`src/rtl/tfr_pkg.sv`:
```
// telemetry frame receiver package: shared constants, types and the crc-8 step
// no dependencies

package tfr_pkg;

  localparam int FRAME_DEPTH_DEF    = 64;
  localparam int ACCEPT_ENTRIES_DEF = 6;
  localparam int MAX_ENTRIES        = 6;
  localparam int LEN_LIMIT          = 62;
  localparam int CNT_W              = 6;
  localparam int CFG_IDX_W          = 4;
  localparam int CFG_DATA_W         = 16;

  localparam logic [7:0] SYNC_RESET = 8'hEA;
  localparam logic [7:0] POLY_RESET = 8'hD5;
  localparam logic [15:0] ENTRY_RESET [MAX_ENTRIES] = '{
    16'h0211, 16'h0704, 16'h080A, 16'h1E08, 16'h140C, 16'h3A0D
  };

  typedef enum logic [CFG_IDX_W-1:0] {
    REG_SYNC    = 4'd0,
    REG_POLY    = 4'd1,
    REG_ENTRY_0 = 4'd2
  } cfg_reg_t;

  typedef enum logic [2:0] {
    PH_IDLE,
    PH_LEN,
    PH_TYPE,
    PH_PAYLOAD,
    PH_CRC
  } phase_t;

  typedef enum logic {
    EM_IDLE,
    EM_RUN
  } emit_state_t;

  typedef struct packed {
    logic             start;
    logic [CNT_W-1:0] total;
    logic [7:0]       ftype;
  } emit_req_t;

  // msb-first crc-8 over one byte
  function automatic logic [7:0] crc8_step(logic [7:0] crc, logic [7:0] data,
                                           logic [7:0] poly);
    logic [7:0] v;
    v = crc ^ data;
    for (int i = 0; i < 8; i++) begin
      if (v[7]) begin
        v = {v[6:0], 1'b0} ^ poly;
      end else begin
        v = {v[6:0], 1'b0};
      end
    end
    return v;
  endfunction

endpackage

```
`src/rtl/tfr_rx_if.sv`:
```
// received byte channel: valid/ready with one link byte and a clear flag
// no dependencies

interface tfr_rx_if;
  logic       valid;
  logic       ready;
  logic [7:0] rx_byte;
  logic       clear_parser;

  modport source (output valid, output rx_byte, output clear_parser, input ready);
  modport sink   (input valid, input rx_byte, input clear_parser, output ready);
endinterface

```
`src/rtl/tfr_frame_if.sv`:
```
// frame byte channel: valid/ready with one emitted frame byte and its position
// depends on tfr_pkg

interface tfr_frame_if import tfr_pkg::*; ();
  logic             valid;
  logic             ready;
  logic [7:0]       frame_byte;
  logic [CNT_W-1:0] byte_index;
  logic [7:0]       frame_type;
  logic             last_byte;

  modport source (output valid, output frame_byte, output byte_index,
                  output frame_type, output last_byte, input ready);
  modport sink   (input valid, input frame_byte, input byte_index,
                  input frame_type, input last_byte, output ready);
endinterface

```
`src/rtl/tfr_ram.sv`:
```
// generic simple dual-port ram, one write and one registered read port
// no dependencies

module tfr_ram #(
  parameter int WIDTH = 8,
  parameter int DEPTH = 64,
  localparam int AW   = $clog2(DEPTH)
) (
  input  logic             clk,
  input  logic             we,
  input  logic [AW-1:0]    waddr,
  input  logic [WIDTH-1:0] wdata,
  input  logic             re,
  input  logic [AW-1:0]    raddr,
  output logic [WIDTH-1:0] rdata
);

  logic [WIDTH-1:0] mem [DEPTH];

  always_ff @(posedge clk) begin
    if (we) begin
      mem[waddr] <= wdata;
    end
    if (re) begin
      rdata <= mem[raddr];
    end
  end

endmodule

```
`src/rtl/tfr_parser.sv`:
```
// byte parser: config registers, sync/length/type checks, crc and frame buffer writes
// depends on tfr_pkg, tfr_rx_if

module tfr_parser import tfr_pkg::*; #(
  parameter int FRAME_DEPTH    = FRAME_DEPTH_DEF,
  parameter int ACCEPT_ENTRIES = ACCEPT_ENTRIES_DEF,
  localparam int AW            = $clog2(FRAME_DEPTH)
) (
  input  logic                  clk,
  input  logic                  rst_n,
  input  logic                  cfg_we,
  input  logic [CFG_IDX_W-1:0]  cfg_index,
  input  logic [CFG_DATA_W-1:0] cfg_wdata,
  tfr_rx_if.sink                rx,
  input  logic                  emit_busy,
  output logic                  wr_en,
  output logic [AW-1:0]         wr_addr,
  output logic [7:0]            wr_data,
  output emit_req_t             emit_req
);

  logic [7:0]  sync_r;
  logic [7:0]  poly_r;
  logic [15:0] entry_r [ACCEPT_ENTRIES];

  phase_t           phase_r, phase_nxt;
  logic [7:0]       len_r, len_nxt;
  logic [CNT_W-1:0] cnt_r, cnt_nxt;
  logic [7:0]       crc_r, crc_nxt;

  // type byte sits at entry 0 of the buffer, kept here too for the emitter
  logic [7:0]       type_r;

  logic             accept;
  logic             len_ok;
  logic             hit;
  logic [7:0]       crc_base;
  logic [7:0]       crc_new;
  logic [CNT_W-1:0] cnt_inc;

  always_ff @(posedge clk) begin
    if (!rst_n) begin
      sync_r <= SYNC_RESET;
      poly_r <= POLY_RESET;
      for (int i = 0; i < ACCEPT_ENTRIES; i++) begin
        entry_r[i] <= ENTRY_RESET[i];
      end
    end else if (cfg_we) begin
      if (cfg_index == REG_SYNC) begin
        sync_r <= cfg_wdata[7:0];
      end
      if (cfg_index == REG_POLY) begin
        poly_r <= cfg_wdata[7:0];
      end
      for (int i = 0; i < ACCEPT_ENTRIES; i++) begin
        if (cfg_index == CFG_IDX_W'(int'(REG_ENTRY_0) + i)) begin
          entry_r[i] <= cfg_wdata;
        end
      end
    end
  end

  assign rx.ready = !emit_busy;
  assign accept   = rx.valid && rx.ready;

  assign len_ok = (len_r >= 8'd2) && (len_r <= 8'(LEN_LIMIT)) &&
                  ({1'b0, len_r} <= 9'(FRAME_DEPTH + 1));

  always_comb begin
    hit = 1'b0;
    for (int i = 0; i < ACCEPT_ENTRIES; i++) begin
      if (entry_r[i] == {rx.rx_byte, len_r}) begin
        hit = 1'b1;
      end
    end
  end

  assign crc_base = (phase_r == PH_TYPE) ? 8'd0 : crc_r;
  assign crc_new  = crc8_step(crc_base, rx.rx_byte, poly_r);
  assign cnt_inc  = cnt_r + CNT_W'(1);

  always_comb begin
    phase_nxt      = phase_r;
    len_nxt        = len_r;
    cnt_nxt        = cnt_r;
    crc_nxt        = crc_r;
    wr_en          = 1'b0;
    wr_addr        = AW'(cnt_r);
    wr_data        = rx.rx_byte;
    emit_req       = '0;
    emit_req.ftype = type_r;
    if (accept) begin
      if (rx.clear_parser) begin
        phase_nxt = PH_IDLE;
        len_nxt   = '0;
        cnt_nxt   = '0;
        crc_nxt   = '0;
      end else begin
        unique case (phase_r)
          PH_LEN: begin
            len_nxt   = rx.rx_byte;
            phase_nxt = PH_TYPE;
          end
          PH_TYPE: begin
            if (len_ok && hit) begin
              wr_en     = 1'b1;
              wr_addr   = '0;
              cnt_nxt   = CNT_W'(1);
              crc_nxt   = crc_new;
              phase_nxt = (len_r <= 8'd2) ? PH_CRC : PH_PAYLOAD;
            end else begin
              phase_nxt = PH_IDLE;
              len_nxt   = '0;
              cnt_nxt   = '0;
              crc_nxt   = '0;
            end
          end
          PH_PAYLOAD: begin
            wr_en   = 1'b1;
            cnt_nxt = cnt_inc;
            crc_nxt = crc_new;
            if ((8'(cnt_inc) + 8'd1) >= len_r) begin
              phase_nxt = PH_CRC;
            end
          end
          PH_CRC: begin
            if (rx.rx_byte == crc_r) begin
              emit_req.start = 1'b1;
            end
            emit_req.total = cnt_r;
            phase_nxt      = PH_IDLE;
            len_nxt        = '0;
            cnt_nxt        = '0;
            crc_nxt        = '0;
          end
          default: begin
            if (rx.rx_byte == sync_r) begin
              phase_nxt = PH_LEN;
              len_nxt   = '0;
              cnt_nxt   = '0;
              crc_nxt   = '0;
            end
          end
        endcase
      end
    end
  end

  always_ff @(posedge clk) begin
    if (accept && !rx.clear_parser && phase_r == PH_TYPE) begin
      type_r <= rx.rx_byte;
    end
  end

  always_ff @(posedge clk) begin
    if (!rst_n) begin
      phase_r <= PH_IDLE;
      len_r   <= '0;
      cnt_r   <= '0;
      crc_r   <= '0;
    end else begin
      phase_r <= phase_nxt;
      len_r   <= len_nxt;
      cnt_r   <= cnt_nxt;
      crc_r   <= crc_nxt;
    end
  end

endmodule

```
`src/rtl/tfr_emit.sv`:
```
// frame emitter: sweeps the frame buffer through its read port into the output register
// depends on tfr_pkg, tfr_frame_if

module tfr_emit import tfr_pkg::*; #(
  parameter int FRAME_DEPTH = FRAME_DEPTH_DEF,
  localparam int AW         = $clog2(FRAME_DEPTH)
) (
  input  logic        clk,
  input  logic        rst_n,
  input  emit_req_t   emit_req,
  output logic        emit_busy,
  output logic        rd_en,
  output logic [AW-1:0] rd_addr,
  input  logic [7:0]  rd_data,
  tfr_frame_if.source out
);

  emit_state_t      state_r, state_nxt;
  logic [CNT_W-1:0] rd_idx_r, rd_idx_nxt;
  logic [CNT_W-1:0] pend_idx_r, pend_idx_nxt;
  logic             pend_r, pend_nxt;
  logic [CNT_W-1:0] total_r, total_nxt;
  logic [7:0]       type_r, type_nxt;

  logic             ov_r, ov_nxt;
  logic [7:0]       ob_r, ob_nxt;
  logic [CNT_W-1:0] oi_r, oi_nxt;
  logic [7:0]       ot_r, ot_nxt;
  logic             ol_r, ol_nxt;

  logic slot_free;
  logic load;
  logic issue;

  assign slot_free = !ov_r || out.ready;
  assign load      = pend_r && slot_free;
  assign issue     = (state_r == EM_RUN) && (rd_idx_r != total_r) && (!pend_r || load);

  assign rd_en     = issue;
  assign rd_addr   = AW'(rd_idx_r);
  assign emit_busy = (state_r == EM_RUN);

  always_comb begin
    state_nxt    = state_r;
    rd_idx_nxt   = rd_idx_r;
    total_nxt    = total_r;
    type_nxt     = type_r;
    pend_idx_nxt = issue ? rd_idx_r : pend_idx_r;
    pend_nxt     = issue ? 1'b1 : (load ? 1'b0 : pend_r);
    unique case (state_r)
      EM_IDLE: begin
        if (emit_req.start) begin
          state_nxt  = EM_RUN;
          rd_idx_nxt = '0;
          total_nxt  = emit_req.total;
          type_nxt   = emit_req.ftype;
        end
      end
      EM_RUN: begin
        if (issue) begin
          rd_idx_nxt = rd_idx_r + CNT_W'(1);
        end
        if (rd_idx_nxt == total_r && !pend_nxt) begin
          state_nxt = EM_IDLE;
        end
      end
      default: state_nxt = EM_IDLE;
    endcase

    ov_nxt = ov_r;
    ob_nxt = ob_r;
    oi_nxt = oi_r;
    ot_nxt = ot_r;
    ol_nxt = ol_r;
    if (load) begin
      ov_nxt = 1'b1;
      ob_nxt = rd_data;
      oi_nxt = pend_idx_r;
      ot_nxt = type_r;
      ol_nxt = (pend_idx_r + CNT_W'(1)) == total_r;
    end else if (out.ready) begin
      ov_nxt = 1'b0;
    end
  end

  always_ff @(posedge clk) begin
    if (!rst_n) begin
      state_r <= EM_IDLE;
      pend_r  <= 1'b0;
      ov_r    <= 1'b0;
    end else begin
      state_r <= state_nxt;
      pend_r  <= pend_nxt;
      ov_r    <= ov_nxt;
    end
  end

  always_ff @(posedge clk) begin
    rd_idx_r   <= rd_idx_nxt;
    pend_idx_r <= pend_idx_nxt;
    total_r    <= total_nxt;
    type_r     <= type_nxt;
    ob_r       <= ob_nxt;
    oi_r       <= oi_nxt;
    ot_r       <= ot_nxt;
    ol_r       <= ol_nxt;
  end

  assign out.valid      = ov_r;
  assign out.frame_byte = ob_r;
  assign out.byte_index = oi_r;
  assign out.frame_type = ot_r;
  assign out.last_byte  = ol_r;

endmodule

```
`src/rtl/telemetry_frame_receiver_core.sv`:
```
// telemetry frame receiver top level: parser, frame buffer ram and emitter
// depends on tfr_pkg, tfr_rx_if, tfr_frame_if, tfr_ram, tfr_parser, tfr_emit
//
// usage
//   in_rx carries one link byte per transaction; clear_parser drops the byte
//   and returns the parser to idle. out_frame carries the type byte and the
//   payload bytes of each frame whose crc-8 checks, index 0 first, last_byte
//   on the final one. cfg_we/cfg_index/cfg_wdata write the sync byte,
//   the crc polynomial and the accept table; write only while idle.
//   a byte is taken every cycle while no frame is being emitted. the
//   transaction that carries a good crc byte starts a sweep of the frame
//   buffer through its single read port, one byte per cycle while out_frame
//   is not stalled, and in_rx.ready stays low during the sweep; each byte
//   passes the run state, the registered ram read and the output register.
//   a stalled out_frame holds its byte and the sweep waits, which keeps
//   in_rx.ready low until the last byte sits in the output register.
//   reset restores the register defaults and leaves the parser idle; the
//   buffer needs no clearing since only bytes of the current frame are read.

module telemetry_frame_receiver_core import tfr_pkg::*; #(
  parameter int FRAME_DEPTH    = FRAME_DEPTH_DEF,
  parameter int ACCEPT_ENTRIES = ACCEPT_ENTRIES_DEF
) (
  input  logic                  clk,
  input  logic                  rst_n,
  input  logic                  cfg_we,
  input  logic [CFG_IDX_W-1:0]  cfg_index,
  input  logic [CFG_DATA_W-1:0] cfg_wdata,
  tfr_rx_if.sink                in_rx,
  tfr_frame_if.source           out_frame
);

  localparam int AW = $clog2(FRAME_DEPTH);

  logic          wr_en;
  logic [AW-1:0] wr_addr;
  logic [7:0]    wr_data;
  logic          rd_en;
  logic [AW-1:0] rd_addr;
  logic [7:0]    rd_data;
  emit_req_t     emit_req;
  logic          emit_busy;

  tfr_parser #(
    .FRAME_DEPTH    (FRAME_DEPTH),
    .ACCEPT_ENTRIES (ACCEPT_ENTRIES)
  ) u_parser (
    .clk       (clk),
    .rst_n     (rst_n),
    .cfg_we    (cfg_we),
    .cfg_index (cfg_index),
    .cfg_wdata (cfg_wdata),
    .rx        (in_rx),
    .emit_busy (emit_busy),
    .wr_en     (wr_en),
    .wr_addr   (wr_addr),
    .wr_data   (wr_data),
    .emit_req  (emit_req)
  );

  tfr_ram #(
    .WIDTH (8),
    .DEPTH (FRAME_DEPTH)
  ) u_frame_ram (
    .clk   (clk),
    .we    (wr_en),
    .waddr (wr_addr),
    .wdata (wr_data),
    .re    (rd_en),
    .raddr (rd_addr),
    .rdata (rd_data)
  );

  tfr_emit #(
    .FRAME_DEPTH (FRAME_DEPTH)
  ) u_emit (
    .clk       (clk),
    .rst_n     (rst_n),
    .emit_req  (emit_req),
    .emit_busy (emit_busy),
    .rd_en     (rd_en),
    .rd_addr   (rd_addr),
    .rd_data   (rd_data),
    .out       (out_frame)
  );

endmodule

```
`src/flat_wrapper.sv`:
```
// flat-port wrapper written by rule: the top's interface ports become plain ports
module telemetry_frame_receiver_core_flat import tfr_pkg::*;
#(
  parameter int FRAME_DEPTH    = FRAME_DEPTH_DEF,
  parameter int ACCEPT_ENTRIES = ACCEPT_ENTRIES_DEF
)
  (clk, rst_n, cfg_we, cfg_index, cfg_wdata, in_rx_valid, in_rx_rx_byte, in_rx_clear_parser, in_rx_ready, out_frame_valid, out_frame_frame_byte, out_frame_byte_index, out_frame_frame_type, out_frame_last_byte, out_frame_ready);
  tfr_rx_if in_rx_i ();
  tfr_frame_if out_frame_i ();
  input  logic clk;
  input  logic rst_n;
  input  logic cfg_we;
  input  logic [CFG_IDX_W-1:0] cfg_index;
  input  logic [CFG_DATA_W-1:0] cfg_wdata;
  input wire logic [$bits(in_rx_i.valid)-1:0] in_rx_valid;
  input wire logic [$bits(in_rx_i.rx_byte)-1:0] in_rx_rx_byte;
  input wire logic [$bits(in_rx_i.clear_parser)-1:0] in_rx_clear_parser;
  output wire logic [$bits(in_rx_i.ready)-1:0] in_rx_ready;
  output wire logic [$bits(out_frame_i.valid)-1:0] out_frame_valid;
  output wire logic [$bits(out_frame_i.frame_byte)-1:0] out_frame_frame_byte;
  output wire logic [$bits(out_frame_i.byte_index)-1:0] out_frame_byte_index;
  output wire logic [$bits(out_frame_i.frame_type)-1:0] out_frame_frame_type;
  output wire logic [$bits(out_frame_i.last_byte)-1:0] out_frame_last_byte;
  input wire logic [$bits(out_frame_i.ready)-1:0] out_frame_ready;
  assign in_rx_i.valid = in_rx_valid;
  assign in_rx_i.rx_byte = in_rx_rx_byte;
  assign in_rx_i.clear_parser = in_rx_clear_parser;
  assign in_rx_ready = in_rx_i.ready;
  assign out_frame_valid = out_frame_i.valid;
  assign out_frame_frame_byte = out_frame_i.frame_byte;
  assign out_frame_byte_index = out_frame_i.byte_index;
  assign out_frame_frame_type = out_frame_i.frame_type;
  assign out_frame_last_byte = out_frame_i.last_byte;
  assign out_frame_i.ready = out_frame_ready;
  telemetry_frame_receiver_core #(.FRAME_DEPTH(FRAME_DEPTH), .ACCEPT_ENTRIES(ACCEPT_ENTRIES)) u_core (.clk(clk), .rst_n(rst_n), .cfg_we(cfg_we), .cfg_index(cfg_index), .cfg_wdata(cfg_wdata), .in_rx(in_rx_i), .out_frame(out_frame_i));
endmodule
```
`config.mk`:
```
export PLATFORM = sky130hd
export DESIGN_NAME = telemetry_frame_receiver_core_flat
export DESIGN_NICKNAME = d
export VERILOG_FILES = /design/src/rtl/tfr_pkg.sv /design/src/rtl/tfr_rx_if.sv /design/src/rtl/tfr_frame_if.sv /design/src/rtl/tfr_ram.sv /design/src/rtl/tfr_parser.sv /design/src/rtl/tfr_emit.sv /design/src/rtl/telemetry_frame_receiver_core.sv /design/src/flat_wrapper.sv
export SDC_FILE = /design/constraint.sdc
export NUM_CORES = 1
export LEC_CHECK = 0
export ABC_CLOCK_PERIOD_IN_PS = 6000
export BUFFER_PORTS_ARGS = -buffer_cell sky130_fd_sc_hd__buf_2
export CORE_AREA = 2 2 228 230
export DETAILED_ROUTE_END_ITERATION = 7
export DIE_AREA = 0 0 230 232
export GPL_TIMING_DRIVEN = 0
export HOLD_SLACK_MARGIN = 0.06
export PLACE_DENSITY = 0.77
export SYNTH_ARGS = -nofsm -noshare
export SYNTH_HDL_FRONTEND = slang
export SYNTH_HIERARCHICAL = 1
export SYNTH_SLANG_ARGS = --single-unit
```
`constraint.sdc`:
```
create_clock -name clk -period 6 [get_ports clk]
set_clock_uncertainty 0.2 [all_clocks]
set_input_delay 0.3 -clock clk [delete_from_list [all_inputs] [get_ports clk]]
set_output_delay 0.3 -clock clk [all_outputs]
set_load 0.05 [all_outputs]
```
# [Word level (Yosys, flattened, before mapping)]
# Memory sizes are Yosys's and may differ from the RTL's. A register that Yosys moved wholly into a read port is not among the register bits.
# Cells that the tools add are included.
[classes] mux=88 order_cmp=5 add_sub_neg=4 n_bitwise=18 n_reduce_logical=29 eq_ne=27
[ops] cell="$mux W8" n=14
[ops] cell="$eq A16 B16 Y1" n=6
[ops] cell="$mux W16" n=6
[ops] cell="$xor A8 B8 Y8" n=9
[ops] cell="$pmux W8 S4" n=2
[ops] cell="$mux W6" n=9
[ops] cell="$mux W1" n=44
[ops] cell="$pmux W6 S4" n=1
[ops] cell="$mux W7" n=3
[ops] cell="$add A6 B1 Y6 const B" n=3
[ops] cell="$eq A4 B3 Y1 const B" n=4
[ops] cell="$eq A8 B8 Y1" n=2
[ops] cell="$mux W3" n=5
[ops] cell="$eq A6 B6 Y1" n=2
[ops] cell="$pmux W3 S4" n=1
[ops] cell="$pmux W6 S2" n=1
[ops] cell="$logic_and A1 B1 Y1" n=10
[ops] cell="$reduce_bool A5 Y1" n=2
[ops] cell="$eq A4 B2 Y1 const B" n=2
[ops] cell="$ge A7 B8 Y1" n=1
[ops] cell="$ge A8 B2 Y1 const B" n=1
[ops] cell="$le A8 B2 Y1 const B" n=1
[ops] cell="$le A8 B6 Y1 const B" n=1
[ops] cell="$le A8 B7 Y1 const B" n=1
[ops] cell="21 further kinds" n=40
[totals] ff_bits=101 n_memories=2 output_inout_bits=25 input_bits=34 ram_bits=608
[memory_table] memory="u_core.u_frame_ram.mem" words=64 word_bits=8 read_ports=1 rd_clocked_by_memory_dff=1 write_ports=1 line="tfr_ram.sv:18" source="logic [WIDTH-1:0] mem [DEPTH];"
[memory_table] memory="u_core.u_parser.entry_r" words=6 word_bits=16 read_ports=6 rd_clocked_by_memory_dff=0 write_ports=6 line="tfr_parser.sv:24" source="logic [15:0] entry_r [ACCEPT_ENTRIES];"

# [Longest topological paths before layout]
# Gate-level depths: netlist of run 1.
[logic_depth] ltp_word=22 depth_mapped=17

# [By module]
# The synthesis of run 1 kept the hierarchy.
[modules_own_cells] mod="tfr_ram" instances=1 seq_area_each_um2=15615.0 cells_each=940 area_per_inst_um2=20246.9
[modules_own_cells] mod="tfr_parser" instances=1 seq_area_each_um2=3943.8 cells_each=981 area_per_inst_um2=9564.2
[modules_own_cells] mod="tfr_emit" instances=1 seq_area_each_um2=1531.5 cells_each=112 area_per_inst_um2=1949.4

# [Worst setup path after synthesis of run 1]
# No wires, ideal clock.
[synth_timing] path_type="register -> register" from="register u_core.u_parser.phase_r[0]" to="register u_core.u_parser.crc_r[7]" synth_period_minus_slack_ps=4248 setup_time_ps=62 path_buffers=1 setup_slack_ps=1752 path_stages_with_launch=13 arrival_time_ps=3986 cell_sequence="dfxtp_1 buf_6 nor3b_4 o2111ai_1 a211oi_1 mux2_2 a211oi_1 xor2_2 mux2i_1 xnor3_2 and3_1 or4_1 nand3_1"
[synth_between] elab_chain_len=21 elab_cells_between_ends=28
[synth_rtl] element="from (decl)" line="tfr_parser.sv:26" source="phase_t phase_r, phase_nxt;"
[synth_rtl] element="from (signal assigned)" line="tfr_parser.sv:162" source="phase_r <= phase_nxt;"
[synth_rtl] element="$eq A3 B2 Y1" line="tfr_parser.sv:78, tfr_parser.sv:99"
[synth_rtl] element="$mux W8" line="tfr_parser.sv:78" source="assign crc_base = (phase_r == PH_TYPE) ? 8'd0 : crc_r;"
[synth_rtl] element="$xor A8 B8 Y8" line="tfr_pkg.sv:49" source="v = crc ^ data;"
[synth_rtl] element="$mux W8 / $xor A8 B8 Y8 (equally long branches)" line="tfr_pkg.sv:51, tfr_pkg.sv:52"
[synth_rtl] element="$xor A8 B8 Y8 / $mux W8 (equally long branches)" line="tfr_pkg.sv:52, tfr_pkg.sv:51"
[synth_rtl] element="$mux W8 / $xor A8 B8 Y8 (equally long branches)" line="tfr_pkg.sv:51, tfr_pkg.sv:52"
[synth_rtl] element="$xor A8 B8 Y8 / $mux W8 (equally long branches)" line="tfr_pkg.sv:52, tfr_pkg.sv:51"
[synth_rtl] element="$mux W8 / $xor A8 B8 Y8 (equally long branches)" line="tfr_pkg.sv:51, tfr_pkg.sv:52"
[synth_rtl] element="[5 not listed]"
[synth_rtl] element="$mux W8 / $xor A8 B8 Y8 (equally long branches)" line="tfr_pkg.sv:51, tfr_pkg.sv:52"
[synth_rtl] element="$xor A8 B8 Y8 / $mux W8 (equally long branches)" line="tfr_pkg.sv:52, tfr_pkg.sv:51"
[synth_rtl] element="$mux W8 / $xor A8 B8 Y8 (equally long branches)" line="tfr_pkg.sv:51, tfr_pkg.sv:52"
[synth_rtl] element="$xor A8 B8 Y8 / $mux W8 (equally long branches)" line="tfr_pkg.sv:52, tfr_pkg.sv:51"
[synth_rtl] element="$mux W8" line="tfr_pkg.sv:51" source="if (v[7]) begin"
[synth_rtl] element="$mux W8" line="tfr_parser.sv:105" source="if (len_ok && hit) begin"
[synth_rtl] element="$pmux W8 S4" line="tfr_parser.sv:99" source="unique case (phase_r)"
[synth_rtl] element="$mux W8" line="tfr_parser.sv:93" source="if (rx.clear_parser) begin"
[synth_rtl] element="to (signal assigned)" line="tfr_parser.sv:165" source="crc_r <= crc_nxt;"
[synth_rtl] element="to (decl)" line="tfr_parser.sv:29" source="logic [7:0] crc_r, crc_nxt;"
# Parallel ways exist; a longest one is shown, timed or not.
# A chain may end at the register's enable or synchronous reset.

# [Final worst setup path of run 1]
[layout_timing] from="input in_rx_rx_byte[0]" to="memory u_core.u_frame_ram.mem[57][4] (enable)"
[layout_between] elab_chain_len=14 elab_cells_between_ends=23
[layout_rtl] element="from (decl)" line="flat_wrapper.sv:16" source="input wire logic [$bits(in_rx_i.rx_byte)-1:0] in_rx_rx_byte;"
[layout_rtl] element="$eq A16 B16 Y1" line="tfr_parser.sv:72" source="if (entry_r[i] == {rx.rx_byte, len_r}) begin"
[layout_rtl] element="$mux W1 (5 in a row)" line="tfr_parser.sv:72"
[layout_rtl] element="$mux W1 *" line="tfr_parser.sv:72"
[layout_rtl] element="$logic_and A1 B1 Y1 *" line="tfr_parser.sv:105"
[layout_rtl] element="$mux W1 *" line="tfr_parser.sv:105"
[layout_rtl] element="$pmux W1 S2 *" line="tfr_parser.sv:99"
[layout_rtl] element="$mux W1 *" line="tfr_parser.sv:93"
[layout_rtl] element="$mux W1 *" line="tfr_parser.sv:92" source="if (accept) begin"
[layout_rtl] element="via u_core.wr_en" line="telemetry_frame_receiver_core.sv:35" source="logic wr_en;"
[layout_rtl] element="$mux W1 *" line="tfr_ram.sv:21" source="if (we) begin"
[layout_rtl] element="$mux W1 (implied by the code) *" line="tfr_ram.sv:22" source="mem[waddr] <= wdata;"
[layout_rtl] element="to (decl)" line="tfr_ram.sv:18"
# Mark *: on every way through the listed nets, which the timed path passes. The rest lies on a longest branch.

==> flow_summary.toml, run 1 <==
[status]
status = "finished, final reports clean"

[sta]
finalMaxSlewViolations = 0
fmax_mhz = 171.4
setup_violations = 0
hold_ws_ns = 0.09452
min_period_ns = 5.836
tns_ns = 0
rsz0062_at_grt = "no"
timing.final.hold_violations = 0
worst_pin_slew_ns = 1.276
slew_headroom_pct = 14.74
period_share_pct = 97.26

[global_route]
grt_overflow_total = 0
grt_pass1_vias = 19340
grt_max_degree = 65
grtUsageTotal_pct = 31.37
grt_pass1_wl_um = 121800
antenna_found_initial = 1

[critical_path]
reg2reg_slack_ns = 0.25
setup.worst_path.start_class = "input port"
cp_slowest_cell = "nor2_1"
worstSetupPathType = "input port to flop"
reg2reg_to = "u_core/u_frame_ram/mem[57][4]"
cp.arrival_ns = 5.86
reg2regPathDepth = 11
cp_cell_sequence = "dlygate4sd3_1 > buf_2 > clkbuf_1 > xor2_1 > nor4_1 > nand4_1 > nand4_1 > o21ai_0 > nor2_1 > nor2_1 > nor2_1 > nand3_1 > nor2_1"
slowest_delay_ns = 0.96
cpMostUsedCell = "nor2_1"
reg2reg_from = "u_core/u_parser/len_r[1]"
crit_path_end_kind = "flop"
cp_max_fo = 10
crit_required_ns = 6.02

[cells_and_area]
antenna_cells = 0
instances_no_fill = 2936
largest_register = "u_core/u_frame_ram/mem"
largest_reg_flops = 512
syn2layout_area_growth_pct = 12.41
reg.largest.list = "u_core/u_frame_ram/mem: 512 flops, u_core/u_parser/entry_r: 96 flops"
drive_gt1_share_pct = 17.51
nets = 2246

[logic_synthesis]
syn_area_mm2 = 0.03176
synth-xor-area-share_pct = 4.842
yosysTopAreaCellShare_pct = 63.63
async_flop_share_pct = 0
synth-edff-count = 673
synthFlopType = "edfxtp_1"
synth-compound-area-share_pct = 5.110
ys_seq_elements = 717
ys_top_cells_by_area = "edfxtp_1 (64%), mux4_2 (8.9%), xor2_1 (3.1%)"
synth_top_family_by_area = "multiplexers"
seq_area_frac_synth_pct = 66.40
yosysUniqueCellTypes = 89
ys_warn_count = 6
synthAdderAreaFrac_pct = 0.4727
synth_cells = 2033
synth.area.mux_share_pct = 11.13
yosys.area_share.simple_pct = 9.640
avgSynthCellArea_um2 = 15.62
synth_common_cells = "edfxtp_1 (673), mux4_2 (126), nor2_1 (121), nand2_1 (119), xor2_1 (112)"
yosysTopAreaCell = "edfxtp_1"
synth_nets = 2079
synth_most_common_cell = "edfxtp_1"

[pwr]
p_sw_uw = 2250
clkPwrFrac_pct = 42.7
p_int_uw = 8438
p_leak_uw = 0.01198
p_comb_share_pct = 5.7
power.share.sequential_pct = 51.6
power_per_cell_area_mw_per_mm2 = 299.4
p_total_uw = 10690
vdd_drop_max_v = 0.0002409
switching_share_pct = 21.06

[place]
port_buffers = 56
placed_cells = 2777
dp_hpwl_um = 52350
gp_congestion = 0.9059

[floorplan]
boundaryPins = 59
die_area_mm2 = 0.05336
core_mm2 = 0.05089
die_h_um = 232
fp.dieW_um = 230
rows = 83
start_util_pct = 62.41

[clock_tree]
clk_latency_ns = 0.61
cts.path.max_buffers = 3
numCtsBuffers = 70
cts_tree = "yes"
cts_root_buf = "clkbuf_16"
path_clk_slew_ns = 0.06
htree_levels = 3
cts_sinks = 717

[route]
final_antenna_net_count = 0
drtIter0Drc = 2658
vias = 19380
avgViaCountPerCell = 6.601
drc = 0
dr.pass1.iters = 6
wl_per_cell_um = 28.01
routed_wirelength_um = 82250

[hold_path]
hold_depth = 5
hp-class = "input port to flop"
min-delay-start = "cfg_we"
holdPathEnd = "u_core/u_parser/sync_r[3]"

[flow_run]
drv_cap = 0
## power by group through the flow
stage / clock network (µW) / registers (µW) / logic (µW)
2_1_floorplan: 0 / 5620 / 410
3_3_place_gp: 0 / 5630 / 556
3_5_place_dp: 0 / 5630 / 578
4_1_cts: 4610 / 5520 / 595
5_1_grt: 4780 / 5520 / 651
6_report: 4560 / 5520 / 607
## metrics by stage
stage	instance area (µm²)	util [%]	worst slack [ns]
detailed placement	32990	64.83	0.3774
global route	35700	70.16	0.009227
CTS	35700	70.16	0.3980
global placement	32890	64.64	0.5284
finish	35700	70.16	0.1642
floorplan	31760	-	1.752
## cells by family (layout without fill, tap and decap cells)
kind of cell	after synthesis	after routing
compound gates	217	217
xor+xnor	160	160
fa+ha+maj	12	12
buf+inv	147	370
flops	717	717
mux	194	194
simple gates	586	586
## layout by cell type, fill, tap and decap left out, types with 54 or more instances in the layout
master     count
and2_1        96
buf_2         69
clkbuf_1      84
clkbuf_16     72
edfxtp_1     673
mux2i_1       54
mux4_2       126
nand2_1      119
nor2_1       120
xor2_1       112
## worst max-delay path, delay by kind of cell
kind                      cells  cell delay (ns)
buffers and inverters         3             1.46
and+or+nand+nor               8             3.72
xor gates and xnor gates      1             0.14
AOI/OAI and AO/OA             1             0.22
## timing repair
action                                  4_1_cts  5_1_grt
endpoints found under the setup margin        0        2
hold endpoints to repair                    131        0
hold buffers                                 31        0
buffers inserted                              0        0
gates resized for setup                       0        1
## area by class of cell
cell class                      count  area (µm²)
Buffer                            129       694.4
Inverter                           18       67.56
Clock inverter                     46       539.3
Timing Repair Buffer               95       676.9
Fill cell                        3263       15180
Tap cell                          680       850.8
Clock buffer                       82        1859
Sequential cell                   717       21090
Multi-Input combinational cell   1169        9925
## layer usage
layer | vias to the layer above | track usage [%] | share of wire, %
li1 | 8201 | - | -
met1 | 9729 | 41.38 | 37
met2 | 1229 | 51.63 | 49
met3 | 219 | 5.366 | 9.5
met4 | 2 | 14.52 | 4.8
met5 | - | 0 | 0.016
## worst max-delay path by stage
stage,from,end,cells after the start
after floorplan,u_core/u_parser/phase_r[0],u_core/u_parser/crc_r[7],12
after CTS,in_rx_rx_byte[0],u_core/u_frame_ram/mem[14][2],14
after global routing,in_rx_rx_byte[0],u_core/u_frame_ram/mem[35][2],13
final,in_rx_rx_byte[0],u_core/u_frame_ram/mem[57][4],13
after global placement,in_rx_rx_byte[0],u_core/u_frame_ram/mem[22][3],13
after detailed placement,in_rx_rx_byte[0],u_core/u_frame_ram/mem[14][0],13
(Power assumes the default switching activity.)
==> run 2, diff against run 1 <==
CORE_AREA = 2 2 234 236   (was 2 2 228 230)
DIE_AREA = 0 0 236 238   (was 0 0 230 232)
PLACE_DENSITY = unset   (was 0.77)
PLACE_DENSITY_LB_ADDON = 0.08   (was unset)
==> flow_summary.toml, run 2 (synthesis gave the netlist of run 1 again) <==
[cells_and_area]
drive_gt1_share_pct = 16.84
instances_no_fill = 2960
final_common_cell = "edfxtp_1"
largest_reg_flops = 512
reg.largest.list = "u_core/u_frame_ram/mem: 512 flops, u_core/u_parser/entry_r: 96 flops"
layout_common_cells = "edfxtp_1 (673), mux4_2 (126), nor2_1 (121)"
nets = 2250
syn2layout_area_growth_pct = 12.00
fillers = 3714
largest_register = "u_core/u_frame_ram/mem"

[critical_path]
cp.arrival_ns = 5.78
cp_max_fo = 10
crit_required_ns = 6.01
worstSetupPathType = "input port to flop"
crit_path_end_kind = "flop"
setup.worst_path.start_class = "input port"

[global_route]
antenna_found_initial = 3
grt_max_degree = 65
grt_pass1_vias = 18510
grtUsageTotal_pct = 29.49
grt_pass1_wl_um = 120200
grt_overflow_total = 0

[clock_tree]
cts_sinks = 717
path_clk_slew_ns = 0.06
numCtsBuffers = 74
cts.path.max_buffers = 3
htree_levels = 3
cts_root_buf = "clkbuf_16"
clk_latency_ns = 0.61
cts_tree = "yes"

[route]
wl_per_cell_um = 27.46
dr.pass1.iters = 6
vias = 18790
final_antenna_net_count = 0
avgViaCountPerCell = 6.349
drtIter0Drc = 2109
routed_wirelength_um = 81280
drc = 0

[floorplan]
boundaryPins = 59
start_util_pct = 59.37
rows = 85
fp.dieW_um = 236
die_area_mm2 = 0.05617
core_mm2 = 0.05350
die_h_um = 238

[pwr]
p_leak_uw = 0.01188
vdd_drop_max_v = 0.0002148
power_per_cell_area_mw_per_mm2 = 293.5

[sta]
slew_headroom_pct = 19.32
min_period_ns = 5.775
tns_ns = 0
finalMaxSlewViolations = 0
worst_pin_slew_ns = 1.199
hold_ws_ns = 0.1112
period_share_pct = 96.25
setup_violations = 0
rsz0062_at_grt = "no"
fmax_mhz = 173.2
post-route-worst-setup-slack_ns = 0.2251
timing.final.hold_violations = 0

[place]
placed_cells = 2794
gp_congestion = 0.9279
dp_hpwl_um = 54100
dp_slack_ns = 0.3506
port_buffers = 56

[flow_run]
drv_cap = 0

[status]
status = "finished, final reports clean"

[hold_path]
hp-class = "input port to flop"
[run 2: path summary, 6_finish.rpt]
path                            startpoint                              end  slack, ns  depth (start not counted)
setup / recovery          in_rx_rx_byte[2]    u_core/u_frame_ram/mem[59][1]       0.23                         13
hold / removal                cfg_index[2]    u_core/u_parser/entry_r[2][2]       0.11                          4
setup reg to reg  u_core/u_parser/len_r[4]    u_core/u_frame_ram/mem[59][1]       0.51                         11
hold reg to reg    u_core/u_emit/type_r[3]  u_core/u_emit/out.frame_type[3]       0.21                          0
[run 2: critical path, cell delays in order]
cell           delay (ns)
dlygate4sd3_1        0.55
buf_2                0.26
clkbuf_1             0.77
xor2_1               0.15
nor4_1               0.41
nand4_1              0.18
nand4_1              0.19
o21ai_0              0.19
nor2_1               0.25
nor2_1               0.11
nor2_1               0.67
nand3_1              0.76
nor2_1               0.98
[run 2: final cells by class]
cell class	instances	area, µm²	share of cell area, %
sequential	717	21090	59.29
multi-input combinational	1169	9927	27.91
clock buffer	100	1981	5.568
tap	696	870.8	2.448
buffer	129	694.4	1.952
timing repair buffer	95	660.6	1.857
clock inverter	34	274.0	0.7703
inverter	18	67.56	0.1899
antenna	2	5.005	0.01407
[run 2: power by group]
group	internal (µW)	total (µW)	switching (µW)
clock network	2460	4300	1850
logic	230	615	385
registers	5500	5520	19.1
[run 2: what timing repair did]
action,in CTS,in global routing
setup buffers,0,0
hold endpoints to repair,135,0
gates resized for setup,0,0
hold buffers,30,0
[run 2: metal layers]
metal | wire [µm] | share of wire, % | vias to the layer above | track usage, %
met5 | 0 | 0 | - | 0
met4 | 2176 | 2.7 | 0 | 9.245
met3 | 6637 | 8.2 | 131 | 4.905
met2 | 39230 | 48 | 900 | 48.16
met1 | 33230 | 41 | 9547 | 41.20
li1 | - | - | 8215 | -
[run 2: metrics by stage]
stage          total power, µW  instance area, µm²  utilization (%)
6_report                 10440               35570            66.49
5_1_grt                  10780               35570            66.48
4_1_cts                  10510               35570            66.48
3_5_place_dp              6218               33010            61.71
3_3_place_gp              6198               32910            61.52
2_1_floorplan             6031               31760                -
==> run 3, diff against run 2 <==
REMOVE_ABC_BUFFERS = 1   (was unset)
==> flow_summary.toml, run 3 (synthesis gave the netlist of run 1 again) <==
[status]
status = "finished, final reports clean"

[cells_and_area]
reg.largest.list = "u_core/u_frame_ram/mem: 512 flops, u_core/u_parser/entry_r: 96 flops"
nets = 2163
multiInputGateArea_mm2 = 0.009943
fin_area_mm2 = 0.03581
finish.utilization_pct = 66.95
final_common_cell = "edfxtp_1"
syn2layout_area_growth_pct = 12.76
layout_common_cells = "edfxtp_1 (673), mux4_2 (126), nor2_1 (121)"
drive_gt1_share_pct = 17.73
fillers = 3695
largest_register = "u_core/u_frame_ram/mem"
largest_reg_flops = 512
seq_area_mm2 = 0.02109
instances_no_fill = 2869

[clock_tree]
htree_levels = 3
path_clk_slew_ns = 0.06
cts_sinks = 717
cts.path.max_buffers = 3
cts_tree = "yes"
cts_root_buf = "clkbuf_16"
numCtsBuffers = 74
clk_latency_ns = 0.61

[floorplan]
die_h_um = 238
boundaryPins = 59
start_util_pct = 59.37
rows = 85
fp.dieW_um = 236
die_area_mm2 = 0.05617
core_mm2 = 0.05350

[critical_path]
crit_path_end_kind = "flop"
setup.worst_path.start_class = "flop"
cp.arrival_ns = 5.96
cp_max_fo = 32
crit_required_ns = 6.30
worstSetupPathType = "flop to flop"

[route]
met3_length_um = 4693
vias = 18140
dr.pass1.iters = 5
wl_met2_um = 36760
wl_met1_um = 30650
wl_per_cell_um = 25.77
final_antenna_net_count = 0
top_layer = "met4"
drc = 0
avgViaCountPerCell = 6.322
drtIter0Drc = 1600
routed_wirelength_um = 73940

[flow_run]
drv_cap = 0

[sta]
period_share_pct = 94.27
setup_violations = 0
slew_headroom_pct = 16.54
rsz0062_at_grt = "no"
timing.final.hold_violations = 0
min_period_ns = 5.656
finalMaxSlewViolations = 0
fmax_mhz = 176.8
worst_pin_slew_ns = 1.242
hold_ws_ns = 0.08787

[place]
port_buffers = 58
gp_congestion = 0.8761
placed_cell_area_mm2 = 0.03324
placed_cells = 2704
dp_hpwl_um = 46210

[global_route]
grt_max_degree = 77
grt_pass1_wl_um = 112300
grt_pass1_vias = 18140
antenna_found_initial = 0
grt_overflow_total = 0
grtUsageTotal_pct = 26.91

[pwr]
vdd_drop_max_v = 0.0002379
p_leak_uw = 0.01202
power_per_cell_area_mw_per_mm2 = 289.3

[hold_path]
hp-class = "input port to flop"
-- run 3: cell types whose count changed in the layout (fill, tap and decap cells not counted), moves of 4 or more --
cell | before | now
buf_1 | 5 | 1
buf_2 | 70 | 52
buf_6 | 12 | 1
buf_16 | 0 | 29
clkinv_2 | 6 | 18
buf_4 | 28 | 15
clkbuf_1 | 100 | 12
-- run 3: metrics by stage --
stage / setup TNS (ns) / power (µW) / setup slack (ns)
2_1_floorplan: -23.05 / 5966 / -1.028
3_3_place_gp: -108.62 / 6158 / -4.486
3_5_place_dp: -1.009 / 6183 / -0.2820
4_1_cts: 0 / 10430 / 0.1295
5_1_grt: 0 / 10700 / 0.02699
6_report: 0 / 10360 / 0.3438
-- run 3: power by group --
group | total, µW | internal, µW | switching, µW
Clock | 4260 | 2420 | 1840
Sequential | 5530 | 5500 | 26.5
Combinational | 577 | 220 | 357
-- run 3: cell type report --
class	count	area share, %
flip-flops and latches	717	58.89
multi-input cells	1169	27.76
clock buffers	90	5.481
repair buffers	137	4.472
well taps	696	2.432
clock inverters	41	0.7546
inverters	18	0.1991
diodes	1	0.006987
-- run 3: critical path, stage by stage (launching register included) --
cell	delay (ns)
dfxtp_2	0.75
clkinvlp_4	0.57
o2111ai_1	0.47
a211oi_2	0.22
o31ai_4	0.57
nand2_4	0.17
a311oi_2	0.40
xor2_2	0.48
mux2i_1	0.31
xnor3_2	0.47
xnor2_2	0.50
a211oi_1	0.17
o31ai_1	0.26
-- run 3: path summary, 6_finish.rpt --
kind | slack (ns) | from | to | cells past startpoint
max reg2reg | 0.34 | u_core/u_parser/poly_r[7] | u_core/u_parser/crc_r[2] | 12
min | 0.09 | in_rx_rx_byte[4] | u_core/u_frame_ram/mem[0][4] | 2
max | 0.34 | u_core/u_parser/poly_r[7] | u_core/u_parser/crc_r[2] | 12
min reg2reg | 0.21 | u_core/u_emit/type_r[0] | u_core/u_emit/out.frame_type[0] | 0
-- run 3: repair_timing --
item / in CTS / in global routing
hold endpoints to repair: 182 / 0
gates resized for setup: 1 / 2
setup buffers: 0 / 0
setup endpoints to repair: 6 / 6
gates cloned: 0 / 0
hold buffers: 32 / 0
-- run 3: routing by layer --
metal / up-vias / track usage, %
li1: 8049 / -
met1: 9308 / 36.96
met2: 665 / 44.69
met3: 117 / 3.945
met4: 0 / 9.149
met5: - / 0
